**src/b64d_pkg.sv**
```systemverilog
// ----------------------------------------------------------------------------
// b64d_pkg
// Types, codes and character helpers for the streaming base64 decoder.
// ----------------------------------------------------------------------------
package b64d_pkg;

    localparam int COUNT_WIDTH_DEF = 16;
    localparam logic [15:0] MAX_BYTES_RST = 16'hFFFF;

    localparam logic [1:0] ST_OK      = 2'd0;
    localparam logic [1:0] ST_BAD_CHR = 2'd1;
    localparam logic [1:0] ST_AFT_PAD = 2'd2;
    localparam logic [1:0] ST_OVERRUN = 2'd3;

    localparam logic KIND_CHR = 1'b0;
    localparam logic KIND_END = 1'b1;

    localparam logic [7:0] PAD_CHR = 8'h3D;

    typedef struct packed {
        logic       kind;
        logic [7:0] chr;
    } t_in_item;

    typedef struct packed {
        logic        result_kind;
        logic [7:0]  data_byte;
        logic [1:0]  status;
        logic [15:0] byte_count;
    } t_out_item;

    typedef struct packed {
        logic       ok;
        logic [5:0] value;
    } t_sextet;

    function automatic t_sextet sextet_of(input logic [7:0] c);
        t_sextet s;
        s.ok    = 1'b1;
        s.value = 6'd0;
        case (c) inside
            [8'h41:8'h5A]: s.value = 6'(c - 8'd65);
            [8'h61:8'h7A]: s.value = 6'(c - 8'd71);
            [8'h30:8'h39]: s.value = 6'(c + 8'd4);
            8'h2B:         s.value = 6'd62;
            8'h2F:         s.value = 6'd63;
            default:       s.ok    = 1'b0;
        endcase
        return s;
    endfunction

    function automatic logic is_blank(input logic [7:0] c);
        return (c == 8'h20) || (c == 8'h09) || (c == 8'h0A) || (c == 8'h0D);
    endfunction

endpackage

```
**src/base64_decoder.sv**
```systemverilog
// ----------------------------------------------------------------------------
// base64_decoder
// Streaming base64 decoder: one character per item in, one byte or status out.
// ----------------------------------------------------------------------------
//  channel  | valid        | stall        | payload
//  ---------+--------------+--------------+------------------------
//  input    | i_in_valid   | o_in_stall   | i_in_item  (kind, chr)
//  output   | o_out_valid  | i_out_stall  | o_out_item (kind, byte, status, count)
//  config   | i_cfg_we     | -            | i_cfg_data (max_output_bytes)
//
//  One item per cycle sustained unless the output stalls; a result-producing
//  item passes the input register, then is decoded into the result register.
//  Decode state updates as the item leaves the input register.
//  Output stall holds the result register and backs up into the input register.
//  Synchronous active-low reset clears control and per-string state.
module base64_decoder
#(
    parameter int COUNT_WIDTH = b64d_pkg::COUNT_WIDTH_DEF
)
(
    input  logic                 i_clk,
    input  logic                 i_rst_n,
    input  logic                 i_in_valid,
    input  b64d_pkg::t_in_item   i_in_item,
    output logic                 o_in_stall,
    output logic                 o_out_valid,
    output b64d_pkg::t_out_item  o_out_item,
    input  logic                 i_out_stall,
    input  logic                 i_cfg_we,
    input  logic [15:0]          i_cfg_data
);
    import b64d_pkg::*;

    localparam int CMP_W = (COUNT_WIDTH > 16) ? COUNT_WIDTH : 16;

    logic                   r_in_valid;
    t_in_item               r_in;
    logic [15:0]            r_max_bytes;
    logic [1:0]             r_pos,    n_pos;
    logic [5:0]             r_held,   n_held;
    logic                   r_pad,    n_pad;
    logic [1:0]             r_err,    n_err;
    logic [COUNT_WIDTH-1:0] r_bytes,  n_bytes;
    logic                   r_out_valid;
    t_out_item              r_out,    n_out;
    logic                   n_emit;
    logic                   advance;
    t_sextet                sx;
    logic [7:0]             dec_byte;
    logic [CMP_W-1:0]       bytes_ext;
    logic                   full;

    assign advance     = !r_out_valid || !i_out_stall;
    assign o_in_stall  = r_in_valid && !advance;
    assign o_out_valid = r_out_valid;
    assign o_out_item  = r_out;

    assign sx        = sextet_of(r_in.chr);
    assign bytes_ext = CMP_W'(r_bytes);
    assign full      = (bytes_ext >= CMP_W'(r_max_bytes)) || (&r_bytes);

    always_comb begin
        n_pos    = r_pos;
        n_held   = r_held;
        n_pad    = r_pad;
        n_err    = r_err;
        n_bytes  = r_bytes;
        n_emit   = 1'b0;
        n_out    = '0;
        dec_byte = '0;
        case (r_pos)
            2'd1:    dec_byte = {r_held[5:0], sx.value[5:4]};
            2'd2:    dec_byte = {r_held[3:0], sx.value[5:2]};
            default: dec_byte = {r_held[1:0], sx.value};
        endcase
        if (r_in.kind == KIND_END) begin
            n_emit               = 1'b1;
            n_out.result_kind    = KIND_END;
            n_out.status         = r_err;
            n_out.byte_count     = bytes_ext[15:0];
            n_pos                = '0;
            n_held               = '0;
            n_pad                = 1'b0;
            n_err                = ST_OK;
            n_bytes              = '0;
        end else if (r_err != ST_OK || is_blank(r_in.chr)) begin
            // skipped
        end else if (r_in.chr == PAD_CHR) begin
            n_pad  = 1'b1;
            n_pos  = '0;
            n_held = '0;
        end else if (r_pad) begin
            n_err = ST_AFT_PAD;
        end else if (!sx.ok) begin
            n_err = ST_BAD_CHR;
        end else begin
            case (r_pos)
                2'd0:    n_held = sx.value;
                2'd1:    n_held = {2'b00, sx.value[3:0]};
                2'd2:    n_held = {4'b0000, sx.value[1:0]};
                default: n_held = '0;
            endcase
            n_pos = r_pos + 2'd1;
            if (r_pos != 2'd0) begin
                if (full) begin
                    n_err = ST_OVERRUN;
                end else begin
                    n_bytes           = r_bytes + 1'b1;
                    n_emit            = 1'b1;
                    n_out.result_kind = KIND_CHR;
                    n_out.data_byte   = dec_byte;
                end
            end
        end
    end

    always_ff @(posedge i_clk) begin
        if (!i_rst_n) begin
            r_in_valid  <= 1'b0;
            r_out_valid <= 1'b0;
            r_max_bytes <= MAX_BYTES_RST;
            r_pos       <= '0;
            r_held      <= '0;
            r_pad       <= 1'b0;
            r_err       <= ST_OK;
            r_bytes     <= '0;
        end else begin
            if (i_cfg_we) begin
                r_max_bytes <= i_cfg_data;
            end
            if (!o_in_stall) begin
                r_in_valid <= i_in_valid;
            end
            if (advance) begin
                r_out_valid <= r_in_valid && n_emit;
            end
            if (r_in_valid && advance) begin
                r_pos   <= n_pos;
                r_held  <= n_held;
                r_pad   <= n_pad;
                r_err   <= n_err;
                r_bytes <= n_bytes;
            end
        end
    end

    always_ff @(posedge i_clk) begin
        if (!o_in_stall) begin
            r_in <= i_in_item;
        end
        if (advance && r_in_valid && n_emit) begin
            r_out <= n_out;
        end
    end

    a_data_clean: assert property (@(posedge i_clk) disable iff (!i_rst_n)
        (r_out_valid && r_out.result_kind == KIND_CHR)
            |-> (r_out.status == ST_OK && r_out.byte_count == 16'd0))
        else $error("data item carries status or count");

    a_err_silent: assert property (@(posedge i_clk) disable iff (!i_rst_n)
        (r_in_valid && advance && r_in.kind == KIND_CHR && r_err != ST_OK)
            |=> !r_out_valid)
        else $error("data emitted while error is set");

    a_end_clears: assert property (@(posedge i_clk) disable iff (!i_rst_n)
        (r_in_valid && advance && r_in.kind == KIND_END)
            |=> (r_err == ST_OK && r_bytes == '0 && r_pos == 2'd0 && !r_pad))
        else $error("end item did not clear string state");

    a_stall_needs_item: assert property (@(posedge i_clk) disable iff (!i_rst_n)
        o_in_stall |-> (r_out_valid && i_out_stall))
        else $error("input stalled without output back-pressure");

endmodule

```
**config.mk**
```make
export PLATFORM = sky130hd
export DESIGN_NAME = base64_decoder
export DESIGN_NICKNAME = d
export VERILOG_FILES = /design/src/b64d_pkg.sv /design/src/base64_decoder.sv
export SDC_FILE = /design/constraint.sdc
export NUM_CORES = 1
export LEC_CHECK = 0
export BUFFER_PORTS_ARGS = -buffer_cell sky130_fd_sc_hd__clkbuf_2
export CAP_MARGIN = 20
export CELL_PAD_IN_SITES_DETAIL_PLACEMENT = 0
export CELL_PAD_IN_SITES_GLOBAL_PLACEMENT = 1
export CORE_ASPECT_RATIO = 1.2
export CORE_MARGIN = 3
export CORE_UTILIZATION = 45
export CTS_BUF_LIST = sky130_fd_sc_hd__clkbuf_8 sky130_fd_sc_hd__clkbuf_16
export CTS_CLUSTER_DIAMETER = 120
export DETAILED_ROUTE_END_ITERATION = 8
export GPL_TIMING_DRIVEN = 0
export PLACE_DENSITY = 0.88
export SLEW_MARGIN = 10
export SYNTH_ARGS = -nofsm -noshare
export SYNTH_HDL_FRONTEND = slang
export SYNTH_SLANG_ARGS = --single-unit
```
**constraint.sdc**
```tcl
create_clock -name i_clk -period 7.6 [get_ports i_clk]
set_input_delay 1.14 -clock i_clk [delete_from_list [all_inputs] [get_ports i_clk]]
set_output_delay 1.14 -clock i_clk [all_outputs]
set_load 0.03 [all_outputs]
```
==> impl_metrics.ini, run 1 <==
[final_layout]
n_fill_cell = 942
fin_nets = 631
syn_to_final_growth_pct = 15.5
finish.utilization = 0.538
final_common_cell = clkbuf_2
final_cell_mix = 58 x clkbuf_2, 52 x nand2_1, 45 x dfxtp_1
layout-drive-gt1-share = 0.181
diodes = 0

[drt]
routed_wirelength_um = 11700
wl_per_cell_um = 16.7
avgViaCountPerCell = 5.90
remaining_drc_errors = 0
drt_first_pass_iters = 6
first_iter_violations = 366
ant_nets = 0
via_count = 4136

[timing]
max_freq_mhz = 270
min_period_over_period = 0.487
fin_setup_tns_ps = 0
fin_skew_ps = 9.44
rsz0062_at_grt = no
finalSetupViolCount = 0
worst_slack_ps = 3900
worstMarginPinSlew_ps = 786
hold_viol_final = 0
relSlewSlack = 0.476
fin_crit_ps = 3700
whs_ps = 479
drv_slew = 0

[yosys]
syn_area_per_cell_um2 = 9.39
syn_area_um2 = 4710
synth_seq_area_share = 0.421
synthMuxAreaShare = 0.0149
ys_types = 66
synth-async-reset-ratio = 0
yosys_warnings = 0
synth_edf_count = 36
synth_xor_xnor_area_share = 0.00372
synth_compound_area_frac = 0.197
synth_fp_nets = 562
yosys.area_share.simple = 0.227
synth_ff_type = dfxtp_1
synth_top_family_by_area = simple AND/OR/NAND/NOR gates
synth_seq_cells = 81
synth_cells = 501
synthAdderAreaFrac = 0.0824

[place]
place_ws_ps = 3990
dp_hpwl_um = 8820
place_congestion = 0.901
portBuffers = 58

[power_and_ir_drop]
pwr-share-clk = 0.405
switching_share = 0.259
p_leak_nw = 2.13
switchingPower_mw = 0.261
pwr-share-seq = 0.475
vdd_drop_max_uv = 110
internal_power_mw = 0.746
power.density_nw_per_um2 = 185
combPwrFrac = 0.120
p_total_mw = 1.01

[clock_network]
post_cts_buffers = 0
cts_htree_levels = 3
numCtsBuffers = 9
cts.path.max_buffers = 2
clk_transition_reported_paths_ps = 60
cts-root-buf = clkbuf_16
numClockSinks = 81
cts_tree = built
cts_resized = 0
postCtsHoldBufs = 0
insertion_delay_ps = 340

[floorplanning]
die_h_um = 118
start_util = 0.465
core_um2 = 10100
num_io_pins = 59
fp.dieW_um = 99.4
rows = 40
die-area_um2 = 11700

[worst_setup_path]
cpMaxStageDelayCell = or2_2
critical_path_buf_inv_count = 3
crit_family = simple AND/OR/NAND/NOR gates
critPathKind = reg2reg
critPathLaunchType = flip-flop
crit_path_end_kind = flip-flop
path_cells = inv_1 -> ha_1 -> clkbuf_1 -> nand2_1 -> o211ai_1 -> o211a_1 -> o21ai_2 -> buf_2 -> nor4_4 -> or2_2
cp_slowest_stage_delay_ps = 610
required_ps = 7570
critPathArrivalTime_ps = 3670
cp_max_fo = 27

[global_routing]
grt_use_met3 = 0.0344
grt_use_met1 = 0.244
grt_pass1_wl_um = 19400
grt.busiest_layer = met2
grt_overflow_total = 0
antenna_found_initial = 0
grt_pass1_vias = 4026
grt_use_met2 = 0.355
grt_max_degree = 28
grtUsageTotal = 0.204

[flow_run]
cap_violations = 0

[outcome]
status = complete, no violations

[hold_path]
worstHoldPathType = reg2reg
-- state kept, by name (all words and copies together), names as in the netlist --
| name | count |
|---|---|
| o_out_item | 27 |
| o_out_valid | 1 |
| r_held | 6 |
| r_in_valid | 1 |
| bytes_ext | 16 |
| r_pad | 1 |
| r_pos | 2 |
| r_max_bytes | 16 |
| r_in | 9 |
| r_err | 2 |
-- cells in the mapped netlist, types with 5 or more instances --
cell	n	area (um^2)
nand4_1	18	113
mux2i_1	7	70.1
or4_1	12	90.1
edfxtp_1	36	1080
ha_1	31	388
inv_1	34	128
nor2_1	27	101
clkbuf_1	15	56.3
or2_2	5	31.3
nand3_1	19	95.1
o21a_1	5	37.5
dfxtp_1	45	901
o31ai_1	14	105
a21oi_1	28	140
a221oi_1	5	43.8
o211ai_1	21	158
nor3_1	17	85.1
o21ai_0	11	55.1
buf_2	7	35.0
nand2_1	52	195
or3_1	6	37.5
and2_1	20	125
-- cells by family (layout without fill, tap and decap cells) --
logic type / count (synthesis) / after routing
flops: 81 / 81
mux: 7 / 7
xor+xnor: 2 / 2
compound gates: 121 / 121
simple gates: 198 / 198
fa+ha+maj: 31 / 31
buf+inv: 61 / 135
-- layout make-up --
type                    instances  area [um^2]  share of cell area
repair buffers                 58          290              0.0534
well taps                     126          158              0.0290
flip-flops and latches         81         1980               0.365
multi-input cells             359         2470               0.455
plain buffers                  27          125              0.0230
inverters                      34          128              0.0235
clock buffers                  11          253              0.0465
clock inverters                 5         28.8             0.00529
-- through the flow --
stage | cells | instance area [um^2]
floorplan | 501 | 4710
global placement | 685 | 5150
detailed placement | 685 | 5150
CTS | 701 | 5440
global route | 701 | 5440
finish | 701 | 5440
-- power by group through the flow --
stage,logic (mW),registers [mW],clock network [mW]
final,0.121,0.478,0.407
after global routing,0.134,0.480,0.436
after CTS,0.121,0.478,0.417
after detailed placement,0.120,0.488,0
after global placement,0.118,0.487,0
after floorplan,0.0730,0.496,0
-- worst reg2reg max path: cells and delay by family, from the launching register on --
family	cells	cell delay [ps]
flip-flops	1	540
buffers and inverters	3	710
AND/OR/NAND/NOR	3	1210
AO/OA/AOI/OAI	3	680
adder cells (fa/ha/maj)	1	170
-- worst paths after layout --
| check | slack, ps | endpoint | startpoint | cells after the start |
|---|---|---|---|---|
| max | 3900 | o_out_item[20] | r_in[2] | 10 |
| min | 480 | r_held[5] | r_held[5] | 2 |
| max reg2reg | 3900 | o_out_item[20] | r_in[2] | 10 |
| min reg2reg | 480 | r_held[5] | r_held[5] | 2 |
-- metal layers --
| metal | up-vias | part of all wire |
|---|---|---|
| li1 | 2015 | - |
| met1 | 1966 | 0.41 |
| met2 | 135 | 0.51 |
| met3 | 20 | 0.052 |
| met4 | 0 | 0.024 |
| met5 | - | 0 |
(Power assumes the default switching activity.)
==> run 2: changes to the inputs <==
==> constraint.sdc (replaced) <==
create_clock -name i_clk -period 3.8 [get_ports i_clk]
set_input_delay 0.57 -clock i_clk [delete_from_list [all_inputs] [get_ports i_clk]]
set_output_delay 0.57 -clock i_clk [all_outputs]
set_load 0.03 [all_outputs]
==> run 2 against run 1 <==
  * Via count about the same
  * Core utilization about the same
  * Critical path depth unchanged
  * Highest routed layer unchanged
  * Largest cell class unchanged
  * Clock power increased by 100%
  * Cell count unchanged
  * Largest power group unchanged
  * Sequential share of layout area about the same
  * Wire length about the same
  * Setup slack got worse by 3600 ps
==> impl_metrics.ini, run 2 (synthesis results as in run 1) <==
[place]
portBuffers = 58
place_congestion = 0.901
dp_hpwl_um = 8820

[timing]
fin_skew_ps = 9.96
worstMarginPinSlew_ps = 779
relSlewSlack = 0.481
hold_viol_final = 0
finalSetupViolCount = 0
fin_setup_tns_ps = 0
drv_slew = 0
fin_crit_ps = 3510
max_freq_mhz = 285
rsz0062_at_grt = no
min_period_over_period = 0.923

[floorplanning]
core_um2 = 10100
rows = 40
fp.dieW_um = 99.4
die_h_um = 118
start_util = 0.465
num_io_pins = 59
die-area_um2 = 11700

[drt]
first_iter_violations = 352
drt_first_pass_iters = 5
ant_nets = 0
routed_wirelength_um = 11700
avgViaCountPerCell = 5.90
via_count = 4135
remaining_drc_errors = 0
wl_per_cell_um = 16.7

[clock_network]
numCtsBuffers = 9
cts_tree = built
insertion_delay_ps = 340
cts_htree_levels = 3
cts-root-buf = clkbuf_16
cts.path.max_buffers = 2
numClockSinks = 81
postCtsHoldBufs = 0
clk_transition_reported_paths_ps = 60

[final_layout]
final_cell_mix = 58 x clkbuf_2, 52 x nand2_1, 45 x dfxtp_1
largest_reg_flops = 27
final_common_cell = clkbuf_2
syn_to_final_growth_pct = 15.6
layout-drive-gt1-share = 0.181
diodes = 0
fin_nets = 631

[global_routing]
antenna_found_initial = 0
grt_pass1_wl_um = 19400
grt_overflow_total = 0
grt_pass1_vias = 4026
grtUsageTotal = 0.204
grt_max_degree = 28

[outcome]
status = complete, no violations

[worst_setup_path]
crit_path_end_kind = flip-flop
critical_path_buf_inv_count = 3
path_cells = inv_1 -> ha_1 -> clkbuf_1 -> nand2_1 -> o211ai_1 -> o211a_1 -> o21ai_2 -> buf_2 -> nor4_4 -> or2_4
critPathLaunchType = flip-flop
crit_family = simple AND/OR/NAND/NOR gates
reg2reg_depth = 10
endpoint = o_out_item[20]
cp_slowest_stage_delay_ps = 540
startpoint = r_in[2]
critPathArrivalTime_ps = 3500
path_depth = 10
r2r_setup_slack_ps = 290
cpMaxStageDelayCell = edfxtp_1
reg2reg_to = o_out_item[20]
required_ps = 3790
cp_max_fo = 27
r2r_start = r_in[2]
critPathKind = reg2reg

[power_and_ir_drop]
vdd_drop_max_uv = 220
p_total_mw = 2.02
p_leak_nw = 2.13
pwr-share-seq = 0.474
switching_share = 0.260
combPwrFrac = 0.120
pwr-share-clk = 0.406
power.density_nw_per_um2 = 371
internal_power_mw = 1.49
switchingPower_mw = 0.526

[flow_run]
cap_violations = 0

[hold_path]
worstHoldPathType = in2reg
run 2: cell count changes in the layout (fill, tap and decap cells not counted):
cell | previous run | this run
or2_2 | 5 | 4
or2_4 | 0 | 1
run 2: repair_timing:
action / in CTS / in global routing
gates resized for setup: 0 / 1
setup buffers: 0 / 0
endpoints found under the setup margin: 0 / 27
run 2: layout make-up:
type | instances | area, um^2
clock buffers | 11 | 253
clock inverters | 5 | 28.8
inverters | 34 | 128
repair buffers | 58 | 290
flip-flops and latches | 81 | 1980
plain buffers | 27 | 125
fillers | 942 | 4670
well taps | 126 | 158
multi-input cells | 359 | 2470
run 2: per-stage QoR:
stage	utilization	setup WS [ps]	cells	area [um^2]	hold slack, ps
floorplan	-	812	501	4710	440
detailed placement	0.510	192	685	5150	471
CTS	0.538	156	701	5440	390
global placement	0.510	219	685	5150	462
global route	0.538	30.3	701	5440	392
finish	0.538	293	701	5440	399
run 2: worst min path at each step:
stage | endpoint | cells past startpoint | slack, ps | start
floorplan | r_err[1] | 2 | 440 | r_err[1]
detailed placement | r_held[4] | 2 | 470 | r_held[4]
global route | r_in[7] | 1 | 390 | i_in_item[7]
finish | r_in[2] | 1 | 400 | i_in_item[2]
global placement | r_held[5] | 2 | 460 | r_held[5]
CTS | r_in[2] | 1 | 390 | i_in_item[2]
run 2: power by group through the flow:
| stage | logic, mW | registers (mW) | clock network, mW |
|---|---|---|---|
| finish | 0.243 | 0.957 | 0.819 |
| global route | 0.269 | 0.960 | 0.871 |
| CTS | 0.241 | 0.957 | 0.835 |
| detailed placement | 0.240 | 0.976 | 0 |
| global placement | 0.235 | 0.974 | 0 |
| floorplan | 0.146 | 0.993 | 0 |
run 2: layer usage:
| metal | global-route usage | part of all wire | vias to the layer above |
|---|---|---|---|
| met5 | 0 | 0 | - |
| met4 | 0.0854 | 0.025 | 0 |
| met3 | 0.0344 | 0.049 | 23 |
| met2 | 0.355 | 0.51 | 129 |
| met1 | 0.244 | 0.42 | 1966 |
| li1 | - | - | 2017 |
